## src/design/tsa_pkg.sv

```systemverilog
package tsa_pkg;

  // field and register widths
  localparam int ANGLE_W   = 31;
  localparam int THRESH_W  = 30;
  localparam int TERMS_W   = 4;
  localparam int FRAC_BITS = 30;

  // magnitude, product and divider widths
  localparam int MAG_W    = 31;
  localparam int PROD_W   = 2 * MAG_W;
  localparam int RECIP_W  = 29;
  localparam int DIV_W    = 11;
  localparam int RECIP_SH = 31;
  localparam int TBL_N    = 16;
  localparam int TBL_IW   = 4;

  localparam logic [THRESH_W-1:0] THRESH_RESET = 30'd107374;

  typedef logic [MAG_W-1:0]  mag_t;
  typedef logic [PROD_W-1:0] prod_t;

  // operands handed to the shared multiplier
  typedef struct packed {
    mag_t op_a;
    mag_t op_b;
  } mul_req_t;

  // divisor (2n)(2n+1) for term n, entry n-1
  localparam logic [DIV_W-1:0] DIV_TBL [TBL_N] = '{
    11'd6,   11'd20,  11'd42,  11'd72,  11'd110, 11'd156, 11'd210, 11'd272,
    11'd342, 11'd420, 11'd506, 11'd600, 11'd702, 11'd812, 11'd930, 11'd1056
  };

  // floor(2^31 / divisor), entry n-1; quotient estimate is low by at most one
  localparam logic [RECIP_W-1:0] RECIP_TBL [TBL_N] = '{
    29'd357913941, 29'd107374182, 29'd51130563, 29'd29826161,
    29'd19522578,  29'd13765920,  29'd10226112, 29'd7895160,
    29'd6279191,   29'd5113056,   29'd4244038,  29'd3579139,
    29'd3059093,   29'd2644684,   29'd2309122,  29'd2033601
  };

endpackage

```

## src/design/tsa_mul.sv

```systemverilog
module tsa_mul import tsa_pkg::*; (
  input  logic     clk,
  input  mul_req_t req,
  output prod_t    prod_r
);

  // shared unsigned multiplier, product registered
  always_ff @(posedge clk) begin
    prod_r <= PROD_W'(req.op_a) * PROD_W'(req.op_b);
  end

endmodule

```

## config.mk

```make
export PLATFORM = sky130hd
export DESIGN_NAME = tsa_mul
export DESIGN_NICKNAME = d
export VERILOG_FILES = /design/src/design/tsa_pkg.sv /design/src/design/tsa_mul.sv
export SDC_FILE = /design/constraint.sdc
export NUM_CORES = 2
export LEC_CHECK = 0
export ABC_AREA = 1
export BUFFER_PORTS_ARGS = -buffer_cell sky130_fd_sc_hd__buf_2
export CAP_MARGIN = 20
export CORE_MARGIN = 10
export CORE_UTILIZATION = 45
export DETAILED_ROUTE_END_ITERATION = 7
export GPL_TIMING_DRIVEN = 0
export PLACE_DENSITY = 0.69
export SLEW_MARGIN = 30
export SYNTH_ARGS = -nofsm -noshare
export SYNTH_HDL_FRONTEND = slang
export SYNTH_SLANG_ARGS = --single-unit
```

## constraint.sdc

```tcl
create_clock -name clk -period 10.4 [get_ports clk]
set_input_delay 1.04 -clock clk [delete_from_list [all_inputs] [get_ports clk]]
set_output_delay 1.04 -clock clk [all_outputs]
set_load 0.02 [all_outputs]
```

==> results.py <==
metrics = {
    "run_status": {
        "status": "completed",
    },
    "job": {
        "timing.max_cap.violations": 0,
    },
    "clock_tree": {
        "cts_sinks": 62,
        "cts_made_buffers": 9,
        "cts_hold_buffers": 0,
        "cts.clk_slew.worst_paths_ns": 0.06,
        "cts.repair.resized": 0,
        "clock_path_buffers": 2,
        "postCtsSetupBuffers": 0,
        "cts.htree.levels": 3,
        "clock-root-buffer": "sky130_fd_sc_hd__clkbuf_16",
        "tritoncts": "yes",
    },
    "sta": {
        "measured_slew_at_the_worst_slew_check_pin_ns": 1.10,
        "hold_viol": 0,
        "rsz_0062_raised_after_global_routing": "no",
        "layout_setup_ws_ns": 2.38,
        "max_clock_freq_mhz": 125,
        "setup_total_negative_slack_ns": 0,
        "worst_slew_margin_rel": 0.270,
        "finalMaxSlewViolations": 0,
        "period_needed_ns": 8.02,
        "final_min_period_over_clock_period": 0.771,
        "setup_viol": 0,
    },
    "cells_and_area": {
        "final_design_area_no_fill_um2": 37300,
        "register_with_the_most_flip_flops": "prod_r",
        "layout_top_registers": "prod_r: 62 flops",
        "largest_register_ff_count": 62,
        "area_delta_synth_final_pct": 6.54,
        "nNetsFinal": 5967,
        "multiInputGateArea_um2": 27200,
        "final-instance-count-excl-fill": 5861,
        "fillerInstances": 7764,
        "layout.area.seq_um2": 1240,
        "final_layout_size_suffix_gt1_frac": 0.0446,
    },
    "grt": {
        "grt_first_pass_wirelength_um": 184000,
        "maximum_number_of_pins_on_one_net_before_global_route_repair": 12,
        "grt.overflow.total": 0,
        "antenna_violations_before_repair": 5,
        "grt_resource_usage_total": 0.274,
        "grt_pass1_vias": 30198,
    },
    "synthesis": {
        "post_synth_top_flop": "sky130_fd_sc_hd__dfxtp_1",
        "seq_area_frac_synth": 0.0355,
        "yosys_register_bits": 62,
        "leading_post_synthesis_cells_by_cell_area": "sky130_fd_sc_hd__fa_1, sky130_fd_sc_hd__inv_1, sky130_fd_sc_hd__nand2_1",
        "synth.distinct_cells": 27,
        "mappedNetlistArea_um2": 35000,
        "synth.net_count": 5831,
        "synth_edf_count": 0,
        "synth_top_area_frac": 0.479,
        "synthTopCellsByCount": "sky130_fd_sc_hd__inv_1, sky130_fd_sc_hd__nand2_1, sky130_fd_sc_hd__fa_1",
        "ys_async_sr_fraction": 0,
        "yosysWarnings": 0,
        "synth_area_leader_cell": "sky130_fd_sc_hd__fa_1",
        "synth_cells": 4676,
        "yosys.cell_count.top_type": "sky130_fd_sc_hd__inv_1",
        "avgSynthCellArea_um2": 7.48,
    },
    "placed_design": {
        "dpl_worst_slack_ns": 2.17,
        "place.port_buffers": 124,
        "finalWeightedCongestion": 1.04,
        "post_dp_cell_area_um2": 36900,
        "dp_cells": 5840,
        "detailedPlacementHpwl_um": 107000,
    },
    "floorplan": {
        "rows": 102,
        "floorplan.die_area_um2": 89300,
        "io_pins": 125,
        "start_util": 0.453,
        "core_area_um2": 77300,
        "floorplan.die.height_um": 299,
        "chipWidth_um": 299,
    },
    "detailed_routing": {
        "dr_total_vias": 29377,
        "drt_pre_antenna_iters": 8,
        "drtIter0Drc": 3130,
        "route.detailed.wl_per_inst_um": 20.7,
        "drt_wl_total_um": 121000,
        "post-route-drc-count": 0,
        "drt-vias-per-instance": 5.01,
        "ant_nets": 0,
    },
    "setup_path": {
        "critical_path_required_ns": 10.63,
        "cp.arrival_ns": 8.25,
        "critical-path-top-cell-by-count": "sky130_fd_sc_hd__fa_1",
        "startpoint_type": "input port",
        "critPathMaxFanout": 10,
        "critical_path_class": "input port to flop",
        "slowest_stage": "sky130_fd_sc_hd__clkbuf_1",
        "cp_slowest_stage_delay_ns": 0.79,
        "endpoint_kind": "flop",
    },
    "hold_path": {
        "worstHoldPathType": "input port to flop",
    },
}
[placed cells by master, fill, tap and decap left out, drive strengths merged]
cell	n
or2	2
xnor2	9
bufinv	2
nand3b	3
nand4	16
and2	5
o21bai	4
buf	125
clkinv	4
nand3	52
dfxtp	62
nor2	99
nor3	13
xor2	26
fa	837
clkbuf	197
nand2	1502
inv	1567
diode	4
clkinvlp	1
ha	255
a21oi	36
[logic make-up (layout without fill, tap and decap cells)]
group                    after synthesis  after routing  synth area share
AO/OA/AOI/OAI                         40             40           0.00601
buffers and inverters               1755           1896             0.188
AND/OR/NAND/NOR                     1692           1692             0.192
flip-flops                            62             62            0.0355
adder cells (fa/ha/maj)             1092           1092             0.570
XOR/XNOR                              35             35           0.00876
other                                  0              4                 0
[routing by layer]
layer  GRT usage  up-vias  wire, µm
met2       0.436     1692     54700
met1       0.344    14317     44600
met4       0.138        2      7550
met3      0.0672      366     14400
met5           0        -        16
li1            -    13000         -
[critical path, delay by kind of cell]
| kind | cells | cell delay [ns] |
|---|---|---|
| simple gates | 9 | 1.08 |
| fa+ha+maj | 9 | 4.64 |
| buf+inv | 9 | 1.49 |
[final cells by class]
| cell class | instances | share of cell area |
|---|---|---|
| Buffer | 186 | 0.0190 |
| Multi-Input combinational cell | 2859 | 0.729 |
| Timing Repair Buffer | 125 | 0.0169 |
| Inverter | 1569 | 0.158 |
| Sequential cell | 62 | 0.0333 |
| Tap cell | 1040 | 0.0349 |
| Antenna cell | 4 | 0.000268 |
| Clock inverter | 5 | 0.00218 |
| Clock buffer | 11 | 0.00678 |
[path summary, 6_finish.rpt]
path	slack, ns	to	startpoint	depth (start not counted)
min	0.99	prod_r[0]$_DFF_P_	req[0]	3
max	2.38	prod_r[55]$_DFF_P_	req[8]	27
[metrics by stage]
stage                     hold WS [ns]  utilization
after floorplan                   1.14            -
after global placement            1.34        0.477
after detailed placement          1.35        0.477
after CTS                        0.995        0.482
after global routing              1.01        0.482
final                            0.989        0.482
Power is left out: the tool's default activity adds up to more than one toggle a clock period on the data nets, which glitch-free logic cannot reach.
